$ cat config.mk
export PLATFORM = sky130hd
export DESIGN_NAME = psf_root
export DESIGN_NICKNAME = d
export VERILOG_FILES = /design/src/sv/psf_pkg.sv /design/src/sv/psf_root.sv
export SDC_FILE = /design/constraint.sdc
export NUM_CORES = 1
export LEC_CHECK = 0
export ABC_AREA = 0
export BUFFER_PORTS_ARGS = -buffer_cell sky130_fd_sc_hd__buf_4
export CORE_MARGIN = 2
export CORE_UTILIZATION = 31
export DETAILED_ROUTE_END_ITERATION = 12
export PLACE_DENSITY_LB_ADDON = 0.15
export SLEW_MARGIN = 20
export SYNTH_ARGS = -nofsm -noshare
export SYNTH_HDL_FRONTEND = slang
export SYNTH_SLANG_ARGS = --single-unit
$ cat constraint.sdc
create_clock -name clock -period 3.2 [get_ports clock]
set_input_delay 0.48 -clock clock [delete_from_list [all_inputs] [get_ports clock]]
set_output_delay 0.48 -clock clock [all_outputs]
set_load 0.02 [all_outputs]
$ cat src/sv/psf_pkg.sv
// ----------------------------------------------------------------------------
// psf_pkg
// Types and fixed widths shared by the plastic spring force block.
// ----------------------------------------------------------------------------
package psf_pkg;

   localparam int POS_W   = 32;          // position field width
   localparam int DIFF_W  = POS_W + 1;   // difference of two positions
   localparam int SUMSQ_W = 2 * DIFF_W;  // sum of three squares fits here
   localparam int LEN_W   = DIFF_W;      // floor of the square root
   localparam int MUL_W   = 64;          // serial multiplier operand width
   localparam int PROD_W  = 2 * MUL_W;
   localparam int STEP_W  = 7;

   localparam logic [MUL_W-1:0] CAP_BIG = 64'h4000_0000_0000_0000;

   localparam logic [1:0] REG_SPRING_CONSTANT = 2'd0;
   localparam logic [1:0] REG_PLASTIC_FACTOR  = 2'd1;
   localparam logic [1:0] REG_LINK_THRESHOLD  = 2'd2;

   localparam logic OP_SETUP = 1'b0;
   localparam logic OP_APPLY = 1'b1;

   typedef enum logic [6:0] {
      ST_IDLE   = 7'b0000001,
      ST_SQUARE = 7'b0000010,
      ST_ROOT   = 7'b0000100,
      ST_AMT    = 7'b0001000,
      ST_GAIN   = 7'b0010000,
      ST_DIV    = 7'b0100000,
      ST_FMUL   = 7'b1000000
   } psf_state_type;

   typedef struct packed {
      logic              go;
      logic [STEP_W-1:0] steps;
      logic [MUL_W-1:0]  a;
      logic [MUL_W-1:0]  b;      // multiplier bits, left aligned
   } psf_mul_cmd_type;

   typedef struct packed {
      logic              done;
      logic [PROD_W-1:0] product;
   } psf_mul_rsp_type;

endpackage

$ cat src/sv/psf_root.sv
// ----------------------------------------------------------------------------
// psf_root
// Restoring integer square root, two radicand bits and one root bit a cycle.
// ----------------------------------------------------------------------------
module psf_root import psf_pkg::*; (
   input  logic               clock,
   input  logic               reset,
   input  logic               go,
   input  logic [SUMSQ_W-1:0] radicand,
   output logic               done,
   output logic [LEN_W-1:0]   root
);

   localparam int CNT_W = $clog2(LEN_W + 1);

   logic [SUMSQ_W-1:0] rad_ff, rad_in;
   logic [LEN_W+1:0]   rem_ff, rem_in;
   logic [LEN_W-1:0]   root_ff, root_in;
   logic [CNT_W-1:0]   cnt_ff, cnt_in;
   logic               run_ff, run_in;
   logic               done_ff, done_in;
   logic [LEN_W+3:0]   work;
   logic [LEN_W+3:0]   trial;

   always_comb begin
      work    = {rem_ff, rad_ff[SUMSQ_W-1 -: 2]};
      trial   = (LEN_W+4)'({root_ff, 2'b01});
      rad_in  = rad_ff;
      rem_in  = rem_ff;
      root_in = root_ff;
      cnt_in  = cnt_ff;
      run_in  = run_ff;
      done_in = 1'b0;
      if (go) begin
         rad_in  = radicand;
         rem_in  = '0;
         root_in = '0;
         cnt_in  = CNT_W'(LEN_W);
         run_in  = 1'b1;
      end else if (run_ff) begin
         rad_in = {rad_ff[SUMSQ_W-3:0], 2'b00};
         if (work >= trial) begin
            rem_in  = (LEN_W+2)'(work - trial);
            root_in = {root_ff[LEN_W-2:0], 1'b1};
         end else begin
            rem_in  = (LEN_W+2)'(work);
            root_in = {root_ff[LEN_W-2:0], 1'b0};
         end
         cnt_in = cnt_ff - CNT_W'(1);
         if (cnt_ff == CNT_W'(1)) begin
            run_in  = 1'b0;
            done_in = 1'b1;
         end
      end
   end

   always_ff @(posedge clock) begin
      if (reset) begin
         run_ff  <= 1'b0;
         done_ff <= 1'b0;
      end else begin
         run_ff  <= run_in;
         done_ff <= done_in;
      end
      rad_ff  <= rad_in;
      rem_ff  <= rem_in;
      root_ff <= root_in;
      cnt_ff  <= cnt_in;
   end

   assign done = done_ff;
   assign root = root_ff;

endmodule

==> results.tsv <==
metric	value	unit
status	complete, no violations	
die_width	165.6	um
finalCritPeriodShare	94.85	%
route.detailed.drc	0	
synth-edff-count	66	
fin_nets	1022	
grt_max_degree	66	
first_iter_violations	379	
post-dp-hpwl	13980	um
cp_cell_sequence	inv_1 > ha_1 > nand4_1 > nor4_1 > a31oi_1 > o21ai_0 > a31o_2 > nor2_4 > or4_1 > a311oi_1	
layout_common_cells	buf_4, nor2_1, dfxtp_1	
io_pins	103	
place.gp.congestion	0.8148	
cts_max_level	4	
cts.sinks	142	
syn_area_per_cell	9.933	sq um
cts_hold_buf	0	
crit_path_max_fanout	9	
fillCellCount	2649	
clkLatencyLatePin	0.43	ns
whs	0.1970	ns
die_h	165.6	um
synth_top_cell_by_area	edfxtp_1	
critPathSlowestCell	or4_1	
fin_worst_skew	0.01116	ns
async_reset_ff_share	0	%
num_rows	59	
yosys-top-cells-area	edfxtp_1, dfxtp_1, mux2_2, ha_1, mux2i_1	
clock_path_buffers	2	
yosys_warnings	0	
clockRootBuffer	clkbuf_16	
grt_pass1_vias	6371	
cellInternalPower	4.838	mW
tightest_slew	0.6348	ns
use_met2	23.46	%
hold_viol_final	0	
start_util	31.33	%
setup_tns	0	ns
wl_per_cell	15.76	um
drt_wl_total	19920	um
cts_buffers	17	
fin_crit	3.035	ns
fmax	329.5	MHz
antenna_found_initial	0	
clock_power_share	24.3	%
syn_inst	815	
worst_ep_arrival_time	3.38	ns
avgViaCountPerCell	5.037	
cpPeakStageDelay	0.55	ns
slew_violations	0	
numPortBuffers	102	
dp_slack	0.1804	ns
core_area	0.02584	sq mm
antenna_left	0	
num_antenna_cells	0	
grt_use_met1	18.79	%
maxCapViolCount	0	
use_met3	5.644	%
num_vias	6367	
grt.overflow.total	0	
synth.distinct_cells	69	
cts.clk_slew.worst_paths	0.07	ns
area_delta_synth_final	22.06	%
required	3.54	ns
grt.busiest_layer	met2	
setup_ws	0.1649	ns
crit_type	flop to flop	
p_seq_share	28.2	%
grt.total_usage	14.92	%
grt_pass1_wl	32400	um
yosysSeqAreaShare	43.28	%
p_leak	3.943	nW
end_kind	flop	
swShare	40.22	%
power.density	819.0	mW/mm^2
ir_drop	328.1	uV
ys_ff_latch	142	
setup_viol	0	
synth_area	0.008095	sq mm
combPwrFrac	47.5	%
synth_top_flop_cell	dfxtp_1	
dr.pass1.iters	5	
drive_gt1_share	27.34	%
fp.dieArea	0.02742	sq mm
cts_tree	built	
netSwitchingPower	3.254	mW
hp-class	input pin to flop	
final_util	38.24	%
slew-limit-headroom	57.68	%
synth_top_area_share	24.48	%
final_common_cell	buf_4	
crit_path_start_kind	flop	
grt_setup_unrepaired	false	
synth_nets	921	
-- metrics by stage --
step | cells | area (sq um) | power (mW)
after CTS | 1262 | 9866 | 8.136
after global routing | 1264 | 9881 | 8.699
final | 1264 | 9881 | 8.092
after floorplan | 815 | 8095 | 5.093
after global placement | 1230 | 9295 | 6.140
after detailed placement | 1230 | 9295 | 6.113
-- sequential cells by signal (all words and copies together), names as in the netlist --
name    cells
cnt_ff      6
done        1
rad_ff     66
rem_ff     35
root       33
run_ff      1
-- repair_timing --
action	CTS	global route
setup endpoints to repair	0	3
gates resized for setup	0	1
setup buffers	0	2
-- power by group through the flow --
| stage | logic [mW] | registers (mW) | clock network [mW] |
|---|---|---|---|
| floorplan | 2.82 | 2.27 | 0 |
| global placement | 3.82 | 2.32 | 0 |
| detailed placement | 3.79 | 2.32 | 0 |
| CTS | 3.81 | 2.28 | 2.04 |
| global route | 4.27 | 2.31 | 2.11 |
| finish | 3.84 | 2.28 | 1.97 |
-- per-layer routing --
metal | up-vias | routed length, um
met5 | - | 0
met4 | 0 | 342
met3 | 28 | 1386
met2 | 138 | 9014
met1 | 3013 | 9180
li1 | 3188 | -
-- worst max-delay path, delay by kind of cell, from the launching register on --
kind | cells | cell delay [ns]
AND/OR/NAND/NOR | 4 | 1.26
AO/OA/AOI/OAI | 4 | 0.83
adder cells (fa/ha/maj) | 1 | 0.49
flip-flops | 1 | 0.33
buffers and inverters | 1 | 0.05
-- kinds of logic after synthesis --
| kind of cell | count (synthesis) | synth area share, % |
|---|---|---|
| buffers and inverters | 96 | 5.039 |
| muxes | 99 | 13.26 |
| AOI/OAI and AO/OA | 175 | 15.61 |
| adders and majority gates | 37 | 5.719 |
| DFF | 142 | 43.28 |
| and+or+nand+nor | 239 | 14.17 |
| xor gates and xnor gates | 27 | 2.921 |
-- area by class of cell --
type	instances	area [sq um]	share of cell area [%]
clock buffers	18	429.2	4.343
clock inverters	14	141.4	1.431
inverters	43	161.4	1.634
multi-input cells	577	4184	42.35
flip-flops and latches	142	3507	35.49
well taps	335	419.2	4.242
repair buffers	135	1039	10.51
-- synth_stat cells, drive strengths merged (7+ instances only) --
| cell | instances |
|---|---|
| nor3 | 9 |
| nor2 | 84 |
| a21oi | 40 |
| mux2i | 33 |
| nor4 | 7 |
| inv | 43 |
| nand3 | 15 |
| o21ai | 22 |
| dfxtp | 76 |
| a31oi | 11 |
| buf | 27 |
| mux2 | 66 |
| o211ai | 9 |
| nand2 | 74 |
| xnor2 | 16 |
| a211oi | 7 |
| ha | 37 |
| xor2 | 11 |
| edfxtp | 66 |
| a21o | 19 |
| a311oi | 28 |
| clkbuf | 26 |
| nand4 | 10 |
| o21bai | 7 |
-- final timing paths --
check	from	endpoint	slack (ns)	cells after the start
setup / recovery	root[14]	rem_ff[8]	0.16	10
hold / removal	reset	run_ff	0.20	2
setup reg to reg	root[14]	rem_ff[8]	0.16	10
hold reg to reg	rem_ff[0]	rem_ff[0]	0.49	2
No activity file was read; power rests on OpenSTA's default activity.
