## src/sv/psf_pkg.sv

```systemverilog
// ----------------------------------------------------------------------------
// psf_pkg
// Types and fixed widths shared by the plastic spring force block.
// ----------------------------------------------------------------------------
package psf_pkg;

   localparam int POS_W   = 32;          // position field width
   localparam int DIFF_W  = POS_W + 1;   // difference of two positions
   localparam int SUMSQ_W = 2 * DIFF_W;  // sum of three squares fits here
   localparam int LEN_W   = DIFF_W;      // floor of the square root
   localparam int MUL_W   = 64;          // serial multiplier operand width
   localparam int PROD_W  = 2 * MUL_W;
   localparam int STEP_W  = 7;

   localparam logic [MUL_W-1:0] CAP_BIG = 64'h4000_0000_0000_0000;

   localparam logic [1:0] REG_SPRING_CONSTANT = 2'd0;
   localparam logic [1:0] REG_PLASTIC_FACTOR  = 2'd1;
   localparam logic [1:0] REG_LINK_THRESHOLD  = 2'd2;

   localparam logic OP_SETUP = 1'b0;
   localparam logic OP_APPLY = 1'b1;

   typedef enum logic [6:0] {
      ST_IDLE   = 7'b0000001,
      ST_SQUARE = 7'b0000010,
      ST_ROOT   = 7'b0000100,
      ST_AMT    = 7'b0001000,
      ST_GAIN   = 7'b0010000,
      ST_DIV    = 7'b0100000,
      ST_FMUL   = 7'b1000000
   } psf_state_type;

   typedef struct packed {
      logic              go;
      logic [STEP_W-1:0] steps;
      logic [MUL_W-1:0]  a;
      logic [MUL_W-1:0]  b;      // multiplier bits, left aligned
   } psf_mul_cmd_type;

   typedef struct packed {
      logic              done;
      logic [PROD_W-1:0] product;
   } psf_mul_rsp_type;

endpackage

```

## src/sv/psf_div.sv

```systemverilog
// ----------------------------------------------------------------------------
// psf_div
// Restoring divider for the unit vector, one quotient bit a cycle.
// ----------------------------------------------------------------------------
module psf_div import psf_pkg::*; #(
   parameter int Q_W = 17
) (
   input  logic             clock,
   input  logic             reset,
   input  logic             go,
   input  logic [LEN_W-1:0] num,
   input  logic [LEN_W-1:0] den,
   output logic             done,
   output logic [Q_W-1:0]   quo
);

   localparam int CNT_W = $clog2(Q_W + 1);

   // The numerator never exceeds the divisor, so the quotient of
   // num * 2^(Q_W-1) / den needs only Q_W bits.
   logic [LEN_W:0]   rem_ff, rem_in;
   logic [LEN_W-1:0] den_ff, den_in;
   logic [Q_W-1:0]   quo_ff, quo_in;
   logic [CNT_W-1:0] cnt_ff, cnt_in;
   logic             run_ff, run_in;
   logic             done_ff, done_in;
   logic [LEN_W:0]   part;

   always_comb begin
      rem_in  = rem_ff;
      den_in  = den_ff;
      quo_in  = quo_ff;
      cnt_in  = cnt_ff;
      run_in  = run_ff;
      done_in = 1'b0;
      part    = rem_ff;
      if (go) begin
         rem_in = {1'b0, num};
         den_in = den;
         quo_in = '0;
         cnt_in = CNT_W'(Q_W);
         run_in = 1'b1;
      end else if (run_ff) begin
         if (rem_ff >= {1'b0, den_ff}) begin
            part   = rem_ff - {1'b0, den_ff};
            quo_in = {quo_ff[Q_W-2:0], 1'b1};
         end else begin
            quo_in = {quo_ff[Q_W-2:0], 1'b0};
         end
         rem_in = {part[LEN_W-1:0], 1'b0};
         cnt_in = cnt_ff - CNT_W'(1);
         if (cnt_ff == CNT_W'(1)) begin
            run_in  = 1'b0;
            done_in = 1'b1;
         end
      end
   end

   always_ff @(posedge clock) begin
      if (reset) begin
         run_ff  <= 1'b0;
         done_ff <= 1'b0;
      end else begin
         run_ff  <= run_in;
         done_ff <= done_in;
      end
      rem_ff <= rem_in;
      den_ff <= den_in;
      quo_ff <= quo_in;
      cnt_ff <= cnt_in;
   end

   assign done = done_ff;
   assign quo  = quo_ff;

endmodule

```

## config.mk

```make
export PLATFORM = sky130hd
export DESIGN_NAME = psf_div
export DESIGN_NICKNAME = d
export VERILOG_FILES = /design/src/sv/psf_pkg.sv /design/src/sv/psf_div.sv
export SDC_FILE = /design/constraint.sdc
export NUM_CORES = 1
export LEC_CHECK = 0
export ABC_AREA = 0
export BUFFER_PORTS_ARGS = -buffer_cell sky130_fd_sc_hd__buf_2
export CAP_MARGIN = 5
export CORE_UTILIZATION = 58
export CTS_CLUSTER_DIAMETER = 100
export DETAILED_ROUTE_END_ITERATION = 6
export PLACE_DENSITY = 0.88
export SLEW_MARGIN = 40
export SYNTH_ARGS = -nofsm -noshare
export SYNTH_HDL_FRONTEND = slang
export SYNTH_SLANG_ARGS = --single-unit
```

## constraint.sdc

```tcl
create_clock -name clock -period 3.8 [get_ports clock]
set_input_delay 0.19 -clock clock [delete_from_list [all_inputs] [get_ports clock]]
set_output_delay 0.19 -clock clock [all_outputs]
set_load 0.005 [all_outputs]
```

==> metrics.csv <==
metric;value;unit
synthesis.area;5743;um2
power.density;563.6;nW/um2
hold_viol;0;
cts_buffer_depth;2;
required;3910;ps
remaining_drc_errors;0;
grt.total_usage;28.55;%
grt_pass1_vias;4958;
avgSynthCellArea;9.668;um2
final_nets;810;
io-pin-count;87;
synth-async-reset-ratio;0;%
p_sw;1601;uW
clkTransAtPathRegs;110;ps
diodes;0;
synth-edff-count;66;
max_slew.worst_pin.slew;679.6;ps
timing.final.max_slew_violations;0;
vdd_drop_max;292.5;uV
dp_worst_setup_slack;283.5;ps
dpl.hpwl;9728;um
vias_per_cell;6.068;
die_height;101.5;um
synth.distinct_cells;67;
totalWireLength;13980;um
p_clk_share;17.2;%
gr-usage-met2;47.40;%
gp_congestion;0.9999;
finalCritPeriodShare;95.46;%
final_util;72.37;%
grt_util_met1;37.01;%
clk_latency;390;ps
place_area;6274;um2
drive_above_1_share;18.03;%
multi_input_area;2982;um2
num_rows;35;
met3_usage;6.556;%
status;finished clean;
yosysWarningCount;0;
p_comb_share;48.2;%
fill_cells;708;
grt_pass1_wl;22910;um
switching_share;41.69;%
ys_ff_latch;91;
portBuffers;86;
hold_class;in2reg;
worstSetupEndpointType;register;
maxCapViolations;0;
synth_nets;699;
grt_max_degree;55;
coreArea;9415;um2
antenna_found_initial;0;
cts_root_buffer;clkbuf_8;
start_util;61.00;%
setup_ws;172.7;ps
drt_iter0_markers;328;
netlist_top_cells_area;edfxtp_1 (35%), dfxtp_1 (8.7%), ha_1 (7.6%), nor2_1 (3.5%), mux2i_1 (3.0%);
p_int;2239;uW
via_count;5091;
syn2layout_area_growth;18.65;%
worstSetupPathType;reg2reg;
clock_skew;19.16;ps
first_pass_iters;6;
die_w;101.5;um
worstSetupStartpointType;register;
max_slew_margin;54.61;%
cts_setup_buffers;0;
clock-sinks;91;
path_max_fanout;6;
syn_inst;594;
arrival;3740;ps
seq_area;2482;um2
yosysTopAreaCellShare;34.51;%
place_inst;789;
max_freq;275.7;MHz
busiest_layer;met2;
yosysSeqAreaShare;43.22;%
fin_crit;3627;ps
cts_tree;built;
seqPwrFrac;34.6;%
leakage;0.002894;uW
yosys.area.top_type;edfxtp_1;
antenna_left;0;
synth_ff_type;edfxtp_1;
dieArea;10300;um2
stdcell_count;839;
finalInstanceArea;6814;um2
setup_violations;0;
wire_per_inst;16.67;um
htree_levels;3;
cts_made_buffers;9;
grt_overflow_total;0;
[cell usage after synthesis (6+ instances only)]
cell and number:
edfxtp_1 66, nor2_1 54, inv_1 45, nand2_1 40
ha_1 35, a21oi_1 32, o21ai_0 26, dfxtp_1 25
o211ai_1 22, nand3_1 21, xnor2_1 18, mux2i_1 17
clkbuf_1 16, a31oi_1 15, a21o_1 13, a211oi_1 11
nor3_1 11, xor2_1 11, nand2b_1 10, nor4_1 9
o31ai_1 7, and2_1 6
[worst max-delay path, stage by stage (launching register included)]
cell and delay (ps):
edfxtp_1 400, ha_1 400, a21o_1 250, a211o_1 310, o21bai_1 260, nand3_1 200, a2111oi_2 720, nor3_1 150
nor4bb_1 520, o211ai_1 160
[routing by layer]
layer / share of wire [%] / vias up
met4: 1.5 / 0
met3: 7.5 / 26
li1: - / 2423
met2: 48 / 243
met1: 43 / 2399
met5: 0 / -
[cell families (layout without fill, tap and decap cells)]
kind of cell | after synthesis | in the layout | share of synthesized area (%)
buffers and inverters | 73 | 189 | 5.207
DFF | 91 | 91 | 43.22
muxes | 17 | 17 | 2.963
and+or+nand+nor | 181 | 181 | 15.66
adders and majority gates | 36 | 36 | 7.974
xor gates and xnor gates | 29 | 29 | 4.423
AOI/OAI and AO/OA | 167 | 167 | 20.54
[area by class of cell]
class                           instances  area share [%]
Clock buffer                            9           1.818
Clock inverter                          7          0.9181
Inverter                               45           2.479
Multi-Input combinational cell        430           43.76
Sequential cell                        91           36.43
Tap cell                              129           2.369
Timing Repair Buffer                  128           12.23
[state kept, by name (all words and copies together), names as in the netlist]
register	count
cnt_ff	5
den_ff	33
rem_ff	34
run_ff	1
done	1
quo	17
[through the flow]
stage / total power, uW / hold slack, ps / setup TNS [ps]
after detailed placement: 3101 / 366.8 / 0
after CTS: 3795 / 56.55 / 0
after global placement: 3028 / 366.1 / 0
after global routing: 4065 / 68.08 / -3.064
final: 3840 / 67.88 / 0
after floorplan: 2693 / 262.4 / 0
[final timing paths]
kind	from	endpoint	slack (ps)	depth (start not counted)
min	num[13]	rem_ff[13]	70	3
max reg2reg	rem_ff[4]	rem_ff[32]	170	9
min reg2reg	cnt_ff[1]	cnt_ff[1]	500	2
max	rem_ff[4]	rem_ff[32]	170	9
[what timing repair did]
| item | in CTS | in global routing |
|---|---|---|
| setup endpoints to repair | 0 | 1 |
| hold buffers | 34 | 0 |
| resized for setup | 0 | 1 |
| hold endpoints to repair | 35 | 0 |
[power groups by stage]
stage | sequential [uW] | combinational, uW | clock, uW
after floorplan | 1310 | 1380 | 0
after global placement | 1340 | 1690 | 0
after detailed placement | 1340 | 1760 | 0
after CTS | 1330 | 1790 | 678
after global routing | 1340 | 2020 | 707
final | 1330 | 1850 | 661
[cell usage in the layout (no fill, tap or decap), types with 3 or more instances in the layout]
cell           count
o211ai_1          22
xor2_1            11
nor2b_1            5
ha_1              35
clkbuf_8           9
nand3_1           21
xnor2_1           18
a221o_1            3
dfxtp_1           25
nor4_1             9
o21bai_1           5
a211oi_1          11
nand2_1           40
buf_4              9
a21o_1            13
a21oi_1           32
nor2_1            54
inv_1             45
o21a_1             5
o21ai_0           26
mux2i_1           17
nand2b_1          10
nand4_1            5
buf_2             85
a31oi_1           14
edfxtp_1          66
inv_8              3
and3_1             5
a311o_1            3
o31ai_1            7
dlygate4sd3_1     34
and2_1             6
nor3_1            11
(Power assumes the default switching activity.)
