==> config.mk <==
export PLATFORM = sky130hd
export DESIGN_NAME = psf_mul
export DESIGN_NICKNAME = d
export VERILOG_FILES = /design/src/sv/psf_pkg.sv /design/src/sv/psf_mul.sv
export SDC_FILE = /design/constraint.sdc
export NUM_CORES = 1
export LEC_CHECK = 0
export BUFFER_PORTS_ARGS = -buffer_cell sky130_fd_sc_hd__buf_4
export CORE_ASPECT_RATIO = 1.1
export CORE_UTILIZATION = 57
export CTS_CLUSTER_DIAMETER = 200
export CTS_CLUSTER_SIZE = 8
export DETAILED_ROUTE_END_ITERATION = 6
export GPL_TIMING_DRIVEN = 0
export PLACE_DENSITY_LB_ADDON = 0.05
export SETUP_SLACK_MARGIN = 0.15
export SLEW_MARGIN = 25
export SYNTH_ARGS = -nofsm -noshare
export SYNTH_HDL_FRONTEND = slang
export SYNTH_SLANG_ARGS = --single-unit
==> constraint.sdc <==
create_clock -name clock -period 4.9 [get_ports clock]
set_input_delay 0.49 -clock clock [delete_from_list [all_inputs] [get_ports clock]]
set_output_delay 0.49 -clock clock [all_outputs]
set_load 0.005 [all_outputs]
==> src/sv/psf_pkg.sv <==
// ----------------------------------------------------------------------------
// psf_pkg
// Types and fixed widths shared by the plastic spring force block.
// ----------------------------------------------------------------------------
package psf_pkg;

   localparam int POS_W   = 32;          // position field width
   localparam int DIFF_W  = POS_W + 1;   // difference of two positions
   localparam int SUMSQ_W = 2 * DIFF_W;  // sum of three squares fits here
   localparam int LEN_W   = DIFF_W;      // floor of the square root
   localparam int MUL_W   = 64;          // serial multiplier operand width
   localparam int PROD_W  = 2 * MUL_W;
   localparam int STEP_W  = 7;

   localparam logic [MUL_W-1:0] CAP_BIG = 64'h4000_0000_0000_0000;

   localparam logic [1:0] REG_SPRING_CONSTANT = 2'd0;
   localparam logic [1:0] REG_PLASTIC_FACTOR  = 2'd1;
   localparam logic [1:0] REG_LINK_THRESHOLD  = 2'd2;

   localparam logic OP_SETUP = 1'b0;
   localparam logic OP_APPLY = 1'b1;

   typedef enum logic [6:0] {
      ST_IDLE   = 7'b0000001,
      ST_SQUARE = 7'b0000010,
      ST_ROOT   = 7'b0000100,
      ST_AMT    = 7'b0001000,
      ST_GAIN   = 7'b0010000,
      ST_DIV    = 7'b0100000,
      ST_FMUL   = 7'b1000000
   } psf_state_type;

   typedef struct packed {
      logic              go;
      logic [STEP_W-1:0] steps;
      logic [MUL_W-1:0]  a;
      logic [MUL_W-1:0]  b;      // multiplier bits, left aligned
   } psf_mul_cmd_type;

   typedef struct packed {
      logic              done;
      logic [PROD_W-1:0] product;
   } psf_mul_rsp_type;

endpackage

==> src/sv/psf_mul.sv <==
// ----------------------------------------------------------------------------
// psf_mul
// Bit-serial multiplier: one multiplier bit per cycle, most significant first.
// ----------------------------------------------------------------------------
module psf_mul import psf_pkg::*; (
   input  logic            clock,
   input  logic            reset,
   input  psf_mul_cmd_type cmd,
   output psf_mul_rsp_type rsp
);

   logic [MUL_W-1:0]  a_ff, a_in;
   logic [MUL_W-1:0]  b_ff, b_in;
   logic [PROD_W-1:0] acc_ff, acc_in;
   logic [STEP_W-1:0] cnt_ff, cnt_in;
   logic              run_ff, run_in;
   logic              done_ff, done_in;

   always_comb begin
      a_in    = a_ff;
      b_in    = b_ff;
      acc_in  = acc_ff;
      cnt_in  = cnt_ff;
      run_in  = run_ff;
      done_in = 1'b0;
      if (cmd.go) begin
         a_in   = cmd.a;
         b_in   = cmd.b;
         acc_in = '0;
         cnt_in = cmd.steps;
         run_in = 1'b1;
      end else if (run_ff) begin
         acc_in = {acc_ff[PROD_W-2:0], 1'b0} + (b_ff[MUL_W-1] ? PROD_W'(a_ff) : '0);
         b_in   = {b_ff[MUL_W-2:0], 1'b0};
         cnt_in = cnt_ff - STEP_W'(1);
         if (cnt_ff == STEP_W'(1)) begin
            run_in  = 1'b0;
            done_in = 1'b1;
         end
      end
   end

   always_ff @(posedge clock) begin
      if (reset) begin
         run_ff  <= 1'b0;
         done_ff <= 1'b0;
      end else begin
         run_ff  <= run_in;
         done_ff <= done_in;
      end
      a_ff   <= a_in;
      b_ff   <= b_in;
      acc_ff <= acc_in;
      cnt_ff <= cnt_in;
   end

   assign rsp.done    = done_ff;
   assign rsp.product = acc_ff;

endmodule

==> impl_metrics.json <==
{
  "run_status": "complete, no violations",
  "synth_cell_types": 73,
  "antenna_found_initial": 0,
  "placement_rows": 62,
  "cts_tree": "done",
  "clk_path_buf_depth": 3,
  "ys_async_sr_fraction_pct": 0,
  "preCtsSetupSlack_ps": -541,
  "setup_viol": 0,
  "place_inst": 2195,
  "seq_area_um2": 6660,
  "drtPass1Iterations": 7,
  "gr-usage-met1_pct": 40.9,
  "synth_commonest_cells": "171 x nand2_1, 139 x nor2_1, 135 x edfxtp_1, 130 x dfxtp_1, 104 x o21ai_0",
  "regToRegStartpoint": "b_ff[63]",
  "synth-seq-area-share_pct": 44.1,
  "grt.total_usage_pct": 31.8,
  "crit_chain": "clkbuf_2 -> clkbuf_1 -> and2_1 -> ha_1 -> fa_1 -> a21oi_1 -> o21ai_1 -> a221oi_2 -> o2111ai_1 -> a21oi_2 -> o31ai_4 -> a41oi_4 -> buf_4 -> and4bb_2 -> xnor2_1 -> a211oi_1",
  "hold_viol": 0,
  "ys_ff_latch": 265,
  "clkTransAtPathRegs_ps": 50,
  "post_dp_cell_area_um2": 17500,
  "start_kind": "flip-flop",
  "synth_area_um2": 15100,
  "finalWorstSetupSlack_ps": 318,
  "place.gp.congestion": 0.960,
  "hpwl_um": 31700,
  "nets": 2092,
  "area_growth_pct": 24.2,
  "synthCells": 1576,
  "min_from": "reset",
  "syn_area_per_cell_um2": 9.57,
  "reg2reg_to": "acc_ff[87]",
  "die_area_um2": 27100,
  "die_w_um": 157,
  "crit_required_ps": 5340,
  "peakVddDrop_mv": 0.321,
  "path_class": "reg -> reg",
  "synth-edff-count": 135,
  "final_util_pct": 71.9,
  "min_period_over_period_pct": 93.5,
  "grt_pass1_wl_um": 68300,
  "path_max_fanout": 10,
  "antenna_cells": 0,
  "power_leakage_nw": 7.41,
  "grt-ovfl-total": 0,
  "clock-sinks": 265,
  "io_buffers": 266,
  "tns_ps": 0,
  "instances_no_fill": 2267,
  "pin_count": 267,
  "cpPeakStageDelay_ps": 410,
  "relSlewSlack_pct": 29.3,
  "busiest_layer": "met2",
  "coreArea_um2": 26100,
  "worst_ep_arrival_time_ps": 5020,
  "syn-num-nets": 1780,
  "drive_gt1_share_pct": 22.4,
  "worst_pin_slew_ps": 1050,
  "dieHeight_um": 173,
  "drc": 0,
  "met2_usage_pct": 53.1,
  "rsz0062_at_grt": "no",
  "finClkSkew_ps": 14.3,
  "yosys-top-cells-area": "edfxtp_1 27%, dfxtp_1 17%, ha_1 5.4%, xnor2_1 5.1%, mux2_2 4.7%",
  "yosysTopAreaCell": "edfxtp_1",
  "wl_per_cell_um": 19.2,
  "cts_root_buf": "clkbuf_16",
  "drt_iter0_drc": 1113,
  "r2r_slack_ps": 320,
  "fmax_ghz": 0.218,
  "hold_path.class": "in -> reg",
  "grt_pass1_vias": 13100,
  "cp-end-kind": "flip-flop",
  "viasPerCell": 5.86,
  "yosysMostFrequentCell": "nand2_1",
  "cts_buffers": 39,
  "finalCriticalPeriod_ps": 4580,
  "initial_core_util_pct": 57.8,
  "fin_area_um2": 18700,
  "grt_max_degree": 70,
  "whs_path_depth": 2,
  "wirelength_um": 43400,
  "nFillCells": 2029,
  "multi_input_area_um2": 7970,
  "cts-htree-levels": 2,
  "vias": 13300,
  "min_to": "run_ff",
  "ff2ff_path_depth": 16,
  "clk_latency_ps": 520,
  "netlist.area_leader.share_pct": 26.9,
  "ys.flop_type": "edfxtp_1",
  "maxCapViolCount": 0,
  "yosys_warnings": 0,
  "grt_use_met3_pct": 7.17,
  "drv_slew": 0,
  "p_per_area_nw_per_um2": 331,
  "slowest_stage": "fa_1",
  "route.antenna.remaining_nets": 0
}
-- placed cells by master (no fill, tap or decap), types with 31 or more instances in the layout --
cell type	n
xnor2_1	88
a21oi_1	83
mux2_2	63
edfxtp_1	135
dfxtp_1	130
ha_1	65
o21ai_0	103
nand3_1	37
nor2_1	139
xor2_1	34
nand4_1	41
buf_4	272
nand2_1	171
clkbuf_1	87
mux2i_1	34
nor3_1	31
clkbuf_16	40
a211oi_1	33
and2_1	69
-- registers in the layout, summed over array words and instances (netlist names) --
register  cells
a_ff         64
acc_ff      128
b_ff         64
run_ff        1
cnt_ff        7
done_ff       1
-- cell type report --
type	count	share of cell area [%]
Buffer	88	2.02
Clock buffer	65	5.84
Timing Repair Buffer	271	11.0
Multi-Input combinational cell	1195	42.5
Inverter	28	0.574
Tap cell	352	2.35
Clock inverter	3	0.180
Sequential cell	265	35.5
-- what timing repair did --
| action | 4_1_cts | 5_1_grt |
|---|---|---|
| endpoints found under the hold margin | 0 | 0 |
| resized for setup | 6 | 3 |
| buffers inserted | 1 | 3 |
| hold buffers | 0 | 0 |
| pin swaps | 1 | 1 |
| endpoints found under the setup margin | 29 | 28 |
-- metal layers --
layer	wire length (µm)	vias up
met1	18000	6284
met3	3900	86
met4	1120	0
met5	0	-
met2	20500	573
li1	-	6346
-- worst max-delay path, delay by kind of cell (launching register included) --
family / cells / cell delay, ps
flops: 1 / 350
buf+inv: 3 / 840
simple gates: 2 / 450
compound gates: 8 / 2110
xor+xnor: 1 / 120
fa+ha+maj: 2 / 630
-- metrics by stage --
step	total power, mW	hold WS (ps)
CTS	6.22	128
finish	6.19	137
detailed placement	3.71	476
global route	6.42	125
global placement	3.69	469
floorplan	3.30	459
-- how the worst max path moves through the flow --
stage	to	slack, ps	from
global placement	acc_ff[97]	-500	b_ff[63]
finish	acc_ff[87]	320	b_ff[63]
global route	acc_ff[127]	150	b_ff[63]
detailed placement	acc_ff[121]	-540	b_ff[63]
floorplan	acc_ff[87]	1230	b_ff[63]
CTS	acc_ff[121]	140	b_ff[63]
-- kinds of logic after synthesis --
| family | synth area share (%) |
|---|---|
| simple gates | 17.9 |
| compound gates | 15.2 |
| flops | 44.1 |
| xor+xnor | 7.09 |
| buf+inv | 3.17 |
| mux | 6.96 |
| fa+ha+maj | 5.53 |
-- power by group --
| part | switching (mW) | internal [mW] | leakage [nW] |
|---|---|---|---|
| clock network | 0.983 | 1.51 | 0.538 |
| registers | 0.117 | 2.53 | 2.40 |
| logic | 0.573 | 0.473 | 4.47 |
| total | 1.67 | 4.52 | 7.41 |
Note: power is estimated with default switching activity, not from simulation.
